**src/rtl/core/ace_pkg.sv**
```systemverilog
// Package for the AES-128 CBC core: types, codes, S-box and round helpers.
// No dependencies.
`default_nettype none
package ace_pkg;
    localparam int unsigned CfgIdxW = 2;
    localparam logic [CfgIdxW-1:0] REG_KEY_HIGH = 2'd0;
    localparam logic [CfgIdxW-1:0] REG_KEY_LOW  = 2'd1;
    localparam logic [CfgIdxW-1:0] REG_IV_HIGH  = 2'd2;
    localparam logic [CfgIdxW-1:0] REG_IV_LOW   = 2'd3;
    localparam logic [7:0] GF_POLY = 8'h1b;

    typedef logic [127:0] t_block;
    typedef logic [31:0]  t_word;

    // controller -> datapath
    typedef struct packed {
        logic       key_start;   // load key words, begin expansion
        logic       key_step;    // compute one more round key
        logic       blk_load;    // pad, whiten, add round key 0
        logic       blk_round;   // one full round
        logic       blk_last;    // final round, update chain
        logic [3:0] round;       // round number for key select
    } t_cmd;

    function automatic logic [7:0] sbox(input logic [7:0] a);
        logic [7:0] t [256];
        t = '{
8'h63,8'h7c,8'h77,8'h7b,8'hf2,8'h6b,8'h6f,8'hc5,8'h30,8'h01,8'h67,8'h2b,8'hfe,8'hd7,8'hab,8'h76,
8'hca,8'h82,8'hc9,8'h7d,8'hfa,8'h59,8'h47,8'hf0,8'had,8'hd4,8'ha2,8'haf,8'h9c,8'ha4,8'h72,8'hc0,
8'hb7,8'hfd,8'h93,8'h26,8'h36,8'h3f,8'hf7,8'hcc,8'h34,8'ha5,8'he5,8'hf1,8'h71,8'hd8,8'h31,8'h15,
8'h04,8'hc7,8'h23,8'hc3,8'h18,8'h96,8'h05,8'h9a,8'h07,8'h12,8'h80,8'he2,8'heb,8'h27,8'hb2,8'h75,
8'h09,8'h83,8'h2c,8'h1a,8'h1b,8'h6e,8'h5a,8'ha0,8'h52,8'h3b,8'hd6,8'hb3,8'h29,8'he3,8'h2f,8'h84,
8'h53,8'hd1,8'h00,8'hed,8'h20,8'hfc,8'hb1,8'h5b,8'h6a,8'hcb,8'hbe,8'h39,8'h4a,8'h4c,8'h58,8'hcf,
8'hd0,8'hef,8'haa,8'hfb,8'h43,8'h4d,8'h33,8'h85,8'h45,8'hf9,8'h02,8'h7f,8'h50,8'h3c,8'h9f,8'ha8,
8'h51,8'ha3,8'h40,8'h8f,8'h92,8'h9d,8'h38,8'hf5,8'hbc,8'hb6,8'hda,8'h21,8'h10,8'hff,8'hf3,8'hd2,
8'hcd,8'h0c,8'h13,8'hec,8'h5f,8'h97,8'h44,8'h17,8'hc4,8'ha7,8'h7e,8'h3d,8'h64,8'h5d,8'h19,8'h73,
8'h60,8'h81,8'h4f,8'hdc,8'h22,8'h2a,8'h90,8'h88,8'h46,8'hee,8'hb8,8'h14,8'hde,8'h5e,8'h0b,8'hdb,
8'he0,8'h32,8'h3a,8'h0a,8'h49,8'h06,8'h24,8'h5c,8'hc2,8'hd3,8'hac,8'h62,8'h91,8'h95,8'he4,8'h79,
8'he7,8'hc8,8'h37,8'h6d,8'h8d,8'hd5,8'h4e,8'ha9,8'h6c,8'h56,8'hf4,8'hea,8'h65,8'h7a,8'hae,8'h08,
8'hba,8'h78,8'h25,8'h2e,8'h1c,8'ha6,8'hb4,8'hc6,8'he8,8'hdd,8'h74,8'h1f,8'h4b,8'hbd,8'h8b,8'h8a,
8'h70,8'h3e,8'hb5,8'h66,8'h48,8'h03,8'hf6,8'h0e,8'h61,8'h35,8'h57,8'hb9,8'h86,8'hc1,8'h1d,8'h9e,
8'he1,8'hf8,8'h98,8'h11,8'h69,8'hd9,8'h8e,8'h94,8'h9b,8'h1e,8'h87,8'he9,8'hce,8'h55,8'h28,8'hdf,
8'h8c,8'ha1,8'h89,8'h0d,8'hbf,8'he6,8'h42,8'h68,8'h41,8'h99,8'h2d,8'h0f,8'hb0,8'h54,8'hbb,8'h16};
        return t[a];
    endfunction

    function automatic logic [7:0] xtime(input logic [7:0] v);
        return {v[6:0], 1'b0} ^ (v[7] ? GF_POLY : 8'h00);
    endfunction

    // round constant for round r (1..10)
    function automatic logic [7:0] rcon(input logic [3:0] r);
        logic [7:0] c;
        c = 8'h01;
        for (int i = 1; i < 10; i++) begin
            if (i < int'(r)) c = xtime(c);
        end
        return c;
    endfunction

    // byte b of a block, byte 0 in the top bits
    function automatic logic [7:0] byte_of(input t_block s, input int b);
        return s[127-8*b -: 8];
    endfunction

    function automatic t_block sub_shift(input t_block s);
        t_block t;
        for (int c = 0; c < 4; c++) begin
            for (int r = 0; r < 4; r++) begin
                t[127-8*(c*4+r) -: 8] = sbox(byte_of(s, ((c + r) % 4) * 4 + r));
            end
        end
        return t;
    endfunction

    function automatic t_block mix_columns(input t_block s);
        t_block t;
        logic [7:0] a0, a1, a2, a3;
        for (int c = 0; c < 4; c++) begin
            a0 = byte_of(s, c*4);
            a1 = byte_of(s, c*4+1);
            a2 = byte_of(s, c*4+2);
            a3 = byte_of(s, c*4+3);
            t[127-32*c -: 8]  = xtime(a0) ^ xtime(a1) ^ a1 ^ a2 ^ a3;
            t[119-32*c -: 8]  = a0 ^ xtime(a1) ^ xtime(a2) ^ a2 ^ a3;
            t[111-32*c -: 8]  = a0 ^ a1 ^ xtime(a2) ^ xtime(a3) ^ a3;
            t[103-32*c -: 8]  = xtime(a0) ^ a0 ^ a1 ^ a2 ^ xtime(a3);
        end
        return t;
    endfunction
endpackage
`default_nettype wire

```
**src/rtl/core/ace_ctrl.sv**
```systemverilog
// Controller FSM: key expansion sequence, round sequence, handshakes.
// Depends on ace_pkg.
`default_nettype none
module ace_ctrl (
    input  wire logic          i_clk,
    input  wire logic          i_rst_n,
    input  wire logic          i_key_written,
    input  wire logic          i_in_valid,
    output      logic          o_in_ready,
    output      logic          o_out_valid,
    input  wire logic          i_out_ready,
    output      ace_pkg::t_cmd o_cmd
);
    import ace_pkg::*;

    localparam logic [1:0] ST_IDLE = 2'd0;
    localparam logic [1:0] ST_KEY  = 2'd1;
    localparam logic [1:0] ST_ENC  = 2'd2;

    logic [1:0] r_st, n_st;
    logic [3:0] r_rnd, n_rnd;
    logic       r_ov, n_ov;
    logic       r_kpend, n_kpend;

    always_comb begin
        n_st = r_st; n_rnd = r_rnd; n_ov = r_ov; n_kpend = r_kpend | i_key_written;
        o_cmd = '0;
        o_cmd.round = r_rnd;
        o_in_ready = 1'b0;
        if (r_ov && i_out_ready) n_ov = 1'b0;
        case (r_st)
            ST_IDLE: begin
                if (r_kpend) begin
                    o_cmd.key_start = 1'b1;
                    n_kpend = i_key_written;
                    n_rnd = 4'd1;
                    n_st = ST_KEY;
                end else begin
                    // a new word enters once the output slot will be free
                    o_in_ready = !r_ov || i_out_ready;
                    if (i_in_valid && o_in_ready) begin
                        o_cmd.blk_load = 1'b1;
                        n_rnd = 4'd1;
                        n_st = ST_ENC;
                    end
                end
            end
            ST_KEY: begin
                o_cmd.key_step = 1'b1;
                n_rnd = r_rnd + 4'd1;
                if (r_rnd == 4'd10) n_st = ST_IDLE;
            end
            ST_ENC: begin
                n_rnd = r_rnd + 4'd1;
                if (r_rnd == 4'd10) begin
                    o_cmd.blk_last = 1'b1;
                    n_ov = 1'b1;
                    n_st = ST_IDLE;
                end else begin
                    o_cmd.blk_round = 1'b1;
                end
            end
            default: n_st = ST_IDLE;
        endcase
    end

    always_ff @(posedge i_clk) begin
        if (!i_rst_n) begin
            r_st <= ST_IDLE; r_rnd <= '0; r_ov <= 1'b0; r_kpend <= 1'b0;
        end else begin
            r_st <= n_st; r_rnd <= n_rnd; r_ov <= n_ov; r_kpend <= n_kpend;
        end
    end

    assign o_out_valid = r_ov;
endmodule
`default_nettype wire

```
**config.mk**
```make
export PLATFORM = sky130hd
export DESIGN_NAME = ace_ctrl
export DESIGN_NICKNAME = d
export VERILOG_FILES = /design/src/rtl/core/ace_pkg.sv /design/src/rtl/core/ace_ctrl.sv
export SDC_FILE = /design/constraint.sdc
export NUM_CORES = 1
export LEC_CHECK = 0
export BUFFER_PORTS_ARGS = -buffer_cell sky130_fd_sc_hd__buf_2
export CORE_AREA = 2 2 39 41
export DETAILED_ROUTE_END_ITERATION = 8
export DIE_AREA = 0 0 41 43
export GPL_TIMING_DRIVEN = 0
export PLACE_DENSITY = 0.6
export SLEW_MARGIN = 20
export SYNTH_ARGS = -nofsm -noshare
export SYNTH_HDL_FRONTEND = slang
export SYNTH_SLANG_ARGS = --single-unit
```
**constraint.sdc**
```tcl
create_clock -name i_clk -period 1.64 [get_ports i_clk]
set_input_delay 0.328 -clock i_clk [delete_from_list [all_inputs] [get_ports i_clk]]
set_output_delay 0.328 -clock i_clk [all_outputs]
set_load 0.005 [all_outputs]
```
==> impl_metrics.toml, run 1 <==
[outcome]
status = "completed"

[flow_run]
cap_violations = 0

[sta]
clock_skew_ns = 0.00143
report.final.slew_viol_count = 0
setup_tns_ns = 0
setup_violations = 0
fmax_ghz = 0.639
finalWorstPathRequiredPeriod_ns = 1.56
hold_viol_final = 0
worst_slew_pin_slew_ns = 0.255
timing.final.crit_share_pct = 95.4
rsz0062_at_grt = "no"
slew_headroom_pct = 82.8

[setup_path]
slowest_delay_ns = 0.33
arrival_ns = 1.24
path_delay_family = "flip-flops"
end_kind = "output port"
cp_num_cells = 5
worst_path_max_delay_cell = "dfxtp_2"
critPathKind = "flip-flop to output port"
path_cells = "inv_1 > ha_2 > and2_4 > buf_4 > buf_2"
crit_fanout = 4
cp-endpoint = "o_cmd[8]"
worstPathRequired_ns = 1.31
r2r_setup_slack_ns = 0.16
reg2reg_depth = 6
reg2reg_to = "r_rnd[2]$_SDFFE_PN0P_"
r2r_start = "r_st[0]$_SDFFE_PN0P_"
cp-start-kind = "flip-flop"
crit_buf_inv = 3
startpoint = "r_st[0]$_SDFFE_PN0P_"

[detailed_routing]
vias = 455
dr.pass1.iters = 4
drc_errors = 0
routed_via_density = 4.89
wl_per_cell_um = 10.6
drt.antenna.violating_nets = 0
postRouteWirelength_um = 985
drt-initial-drc-count = 4

[yosys]
synthArstFlopShare_pct = 0
synth_fp_nets = 69
syn_area_um2 = 495
syn_avg_cell_area_um2 = 8.40
yosys_warnings = 0
synth-edff-count = 0
ys_seq_area_share_pct = 32.3
yosysTopAreaCell = "dfxtp_1"
synth_top_area_share_pct = 32.3
yosys_register_bits = 8
synth.distinct_cells = 26
netlist_instances = 59
synth-main-ff-cell = "dfxtp_1"
netlist_top_cells_area = "dfxtp_1 32%, ha_1 13%, nor2_1 5.3%, inv_1 4.5%, and2_1 3.8%"

[floorplanning]
fp.dieW_um = 41
initial_utilization_pct = 35.8
core_area_um2 = 1380
die_area_um2 = 1760
die_h_um = 43
pin_count = 16
rows = 14

[power_and_ir_drop]
sequentialPowerShare_pct = 39.1
leakagePower_nw = 0.301
p_clk_share_pct = 25.5
p_sw_share_pct = 33.1
cell_internal_pwr_uw = 400
p_sw_uw = 198
power_frac_comb_pct = 35.4
vdd_ir_drop_max_mv = 0.364
powerDensity_nw_per_um2 = 961

[clock_network]
htreeDepth = 1
cts-root-buf = "clkbuf_4"
cts_setup_buffers = 0
clock_path_buffers = 2
cts_tree = "done"
cts_made_buffers = 3
clk_latency_ns = 0.25
cts.sinks = 8
path_clk_slew_ns = 0.06

[cells_and_area]
area_growth_syn_to_layout_pct = 25.5
register_area_um2 = 164
finish.utilization_pct = 44.9
final_common_cell = "buf_2"
n_antenna_cell = 0
drive_gt1_share_pct = 33.8
fin_nets = 89
multi_input_area_um2 = 310
layout.filler_cells = 154
layout_common_cells = "15 x buf_2, 7 x nor2_1, 6 x inv_1"

[grt]
grt_pass1_wl_um = 1550
grt_max_degree = 9
grt_pass1_vias = 389
antenna_found_initial = 0
grt-ovfl-total = 0
grtUsageTotal_pct = 13.5

[min_path]
hold_path.class = "primary input to flip-flop"

[place]
place_congestion = 0.673
place_hpwl_um = 788
io_buffers = 15
stage by stage:
stage | instance area, µm² | hold WS [ns] | setup slack (ns) | cells | power [mW]
2_1_floorplan | 495 | 0.445 | 0.213 | 59 | 0.375
5_1_grt | 622 | 0.317 | 0.00229 | 93 | 0.643
4_1_cts | 617 | 0.278 | 0.0180 | 93 | 0.602
3_3_place_gp | 591 | 0.508 | 0.0746 | 90 | 0.438
6_report | 622 | 0.287 | 0.0750 | 93 | 0.597
3_5_place_dp | 591 | 0.505 | 0.0796 | 90 | 0.440
cell type report:
cell class	instances	area share (%)
Buffer	1	1.21
Clock buffer	3	3.62
Inverter	6	3.62
Multi-Input combinational cell	44	49.9
Sequential cell	8	26.4
Tap cell	16	3.22
Timing Repair Buffer	15	12.1
per-layer routing:
metal	vias up	routed length, µm	track usage (%)
li1	242	-	-
met1	199	460	16.6
met2	12	454	19.4
met3	2	65	3.14
met4	0	5	10.0
met5	-	0	0
worst min-delay path, delay by kind of cell:
kind / cells / cell delay [ns]
buffers and inverters: 1 / 0.07
and+or+nand+nor: 1 / 0.07
AOI/OAI and AO/OA: 1 / 0.03
cells by family after synthesis:
family | synth area share (%)
AOI/OAI and AO/OA | 20.7
DFF | 32.3
adders and majority gates | 12.6
and+or+nand+nor | 28.3
buffers and inverters | 6.06
power groups by stage:
stage / Combinational [mW] / Sequential [mW] / Clock (mW)
finish: 0.212 / 0.234 / 0.152
global route: 0.241 / 0.237 / 0.166
CTS: 0.210 / 0.232 / 0.160
detailed placement: 0.205 / 0.235 / 0
global placement: 0.203 / 0.235 / 0
floorplan: 0.142 / 0.233 / 0
registers in the layout (all words and copies together), names as in the netlist:
signal and cells:
o_out_valid 1, r_st 2, r_rnd 4, r_kpend 1
worst min-delay path by stage:
stage	start	to	slack, ns	cells after the start
2_1_floorplan	i_key_written	r_kpend$_SDFF_PN0_	0.45	2
3_3_place_gp	r_kpend$_SDFF_PN0_	r_kpend$_SDFF_PN0_	0.51	2
3_5_place_dp	r_rnd[0]$_SDFFE_PN0P_	r_rnd[0]$_SDFFE_PN0P_	0.50	1
4_1_cts	i_key_written	r_kpend$_SDFF_PN0_	0.28	3
5_1_grt	i_key_written	r_kpend$_SDFF_PN0_	0.32	3
6_report	i_key_written	r_kpend$_SDFF_PN0_	0.29	3
timing repair:
action                                  CTS  global route
endpoints found under the setup margin    1             6
hold endpoints to repair                  0             0
cloned                                    0             0
resized for setup                         2             3
hold buffers                              0             0
cells in the mapped netlist, types with 2 or more instances:
library cell,instances
dfxtp_1,8
ha_1,5
inv_1,6
nand3b_1,2
a21oi_1,2
nor2_1,7
and2_1,3
nand2_1,5
o21ai_0,3
nand2b_1,2
Power figures use the tool's default switching activity.
==> run 2: changes to the inputs <==
--- a/config.mk
+++ b/config.mk
@@ -5,12 +5,13 @@
 export SDC_FILE = /design/constraint.sdc
 export NUM_CORES = 1
 export LEC_CHECK = 0
-export BUFFER_PORTS_ARGS = -buffer_cell sky130_fd_sc_hd__buf_2
 export CORE_AREA = 2 2 39 41
+export CTS_BUF_LIST = sky130_fd_sc_hd__clkbuf_8
 export DETAILED_ROUTE_END_ITERATION = 8
 export DIE_AREA = 0 0 41 43
+export DONT_BUFFER_PORTS = 1
 export GPL_TIMING_DRIVEN = 0
-export PLACE_DENSITY = 0.6
+export PLACE_DENSITY = 0.49
 export SLEW_MARGIN = 20
 export SYNTH_ARGS = -nofsm -noshare
 export SYNTH_HDL_FRONTEND = slang
==> constraint.sdc (replaced) <==
create_clock -name i_clk -period 1.9 [get_ports i_clk]
set_input_delay 0.38 -clock i_clk [delete_from_list [all_inputs] [get_ports i_clk]]
set_output_delay 0.38 -clock i_clk [all_outputs]
set_load 0.005 [all_outputs]
==> impl_metrics.toml, run 2 (synthesized netlist as in run 1, its figures left out) <==
[outcome]
status = "completed"

[grt]
top_usage_layer = "met2"
grt_pass1_vias = 385
grtUsageMet1_pct = 16.5
antenna_found_initial = 0
grt_max_degree = 9
use_met2_pct = 19.1
grt-ovfl-total = 0
grt_pass1_wl_um = 1590
grtUsageTotal_pct = 13.6
use_met3_pct = 5.76

[cells_and_area]
n_antenna_cell = 0
largest_register_ffs = 4
regMostFlops = "r_rnd"
top_regs = "r_rnd: 4 flops, r_st: 2 flops"
layout_common_cells = "8 x dfxtp_1, 7 x nor2_1, 6 x inv_1"
area_growth_syn_to_layout_pct = 12.4
fin_nets = 74
drive_gt1_share_pct = 9.68
finish.utilization_pct = 40.2
finalNonFillerCells = 78
final_common_cell = "dfxtp_1"

[detailed_routing]
wl_per_cell_um = 12.8
drt-initial-drc-count = 9
dr.pass1.iters = 4
drt.antenna.violating_nets = 0
postRouteWirelength_um = 1000
vias = 415
drc_errors = 0
routed_via_density = 5.32

[clock_network]
cts_setup_buffers = 0
htreeDepth = 1
hold_buffers = 0
cts_tree = "done"
clock_path_buffers = 2
path_clk_slew_ns = 0.04
clk_latency_ns = 0.23
cts.sinks = 8
ctsResizeCount = 0
cts-root-buf = "clkbuf_8"
cts_made_buffers = 3

[sta]
slew_headroom_pct = 82.2
setup_violations = 0
worst_slew_pin_slew_ns = 0.266
report.final.slew_viol_count = 0
timing.final.crit_share_pct = 84.7
setup_tns_ns = 0
finalWorstPathRequiredPeriod_ns = 1.61
clock_skew_ns = 0.00121
fmax_ghz = 0.621
hold_viol_final = 0
rsz0062_at_grt = "no"

[setup_path]
worst_path_max_delay_cell = "dfxtp_1"
slowest_delay_ns = 0.35
worstPathRequired_ns = 1.52
cp-start-kind = "flip-flop"
r2r_start = "r_st[0]$_SDFFE_PN0P_"
path_cells = "inv_1 > ha_1 > and2_1 > buf_4"
crit_fanout = 4
end_kind = "output port"
arrival_ns = 1.23
path_delay_family = "flip-flops"
crit_buf_inv = 2
reg2reg_depth = 5
critPathKind = "flip-flop to output port"
r2r_setup_slack_ns = 0.31
reg2reg_to = "r_rnd[0]$_SDFFE_PN0P_"

[floorplanning]
initial_utilization_pct = 35.8
fp.dieW_um = 41
pin_count = 16
rows = 14
die_h_um = 43
die_area_um2 = 1760
core_area_um2 = 1380

[power_and_ir_drop]
leakagePower_nw = 0.235
vdd_ir_drop_max_mv = 0.390
powerDensity_nw_per_um2 = 998
total_power_uw = 556
p_clk_share_pct = 37.1
p_sw_uw = 171
cell_internal_pwr_uw = 384
power_frac_comb_pct = 26.6
p_sw_share_pct = 30.8
sequentialPowerShare_pct = 36.3

[place]
place_hpwl_um = 763
io_buffers = 0
place_congestion = 0.673
place_inst = 75

[min_path]
holdPathEnd = "r_kpend$_SDFF_PN0_"
whs_path_depth = 2
min-delay-start = "i_key_written"
hold_path.class = "primary input to flip-flop"

[flow_run]
cap_violations = 0
[run 2: cell count changes in the layout (fill, tap and decap cells not counted)]
cell,change
ha_1,+1
buf_2,-15
ha_2,-1
and2_4,-1
clkbuf_4,-3
dfxtp_2,-3
and2_1,+1
dfxtp_1,+3
clkbuf_8,+3
[run 2: final cells by class]
| cell class | instances | area, µm² |
|---|---|---|
| fill | 142 | 827 |
| multi-input combinational | 44 | 305 |
| sequential | 8 | 160 |
| clock buffer | 3 | 41.3 |
| inverter | 6 | 22.5 |
| tap | 16 | 20.0 |
| buffer | 1 | 7.51 |
[run 2: worst max path at each step]
stage                                     from               endpoint  slack (ns)  cells past startpoint
after global placement    r_st[0]$_SDFFE_PN0P_  r_rnd[0]$_SDFFE_PN0P_        0.32                      5
final                     r_st[0]$_SDFFE_PN0P_               o_cmd[8]        0.29                      4
after detailed placement  r_st[0]$_SDFFE_PN0P_  r_rnd[2]$_SDFFE_PN0P_        0.33                      5
after global routing      r_st[0]$_SDFFE_PN0P_  r_rnd[0]$_SDFFE_PN0P_        0.20                      5
after floorplan           r_st[0]$_SDFFE_PN0P_  r_rnd[2]$_SDFFE_PN0P_        0.47                      5
after CTS                 r_st[0]$_SDFFE_PN0P_               o_cmd[8]        0.28                      4
[run 2: per-stage QoR]
stage	cell area [µm²]	hold WS (ns)	setup slack, ns
after detailed placement	515	0.505	0.330
after floorplan	495	0.479	0.473
after CTS	557	0.267	0.278
after global placement	515	0.502	0.321
after global routing	557	0.265	0.204
final	557	0.271	0.290
[run 2: worst register-to-register path, stage by stage, from the launching register on]
cell     delay (ns)
dfxtp_1        0.35
inv_1          0.07
ha_1           0.40
a221o_1        0.41
o21ai_0        0.16
a31oi_1        0.06
[run 2: metal layers]
metal  share of wire (%)  wire (µm)
met1                  45        447
met3                 7.6         76
met2                  47        469
met4                0.90          9
met5                   0          0
[run 2: power by group through the flow]
| stage | Sequential, mW | Clock [mW] | Combinational [mW] |
|---|---|---|---|
| CTS | 0.202 | 0.216 | 0.150 |
| finish | 0.202 | 0.206 | 0.148 |
| global route | 0.205 | 0.220 | 0.171 |
| detailed placement | 0.205 | 0 | 0.149 |
| global placement | 0.205 | 0 | 0.150 |
| floorplan | 0.201 | 0 | 0.122 |
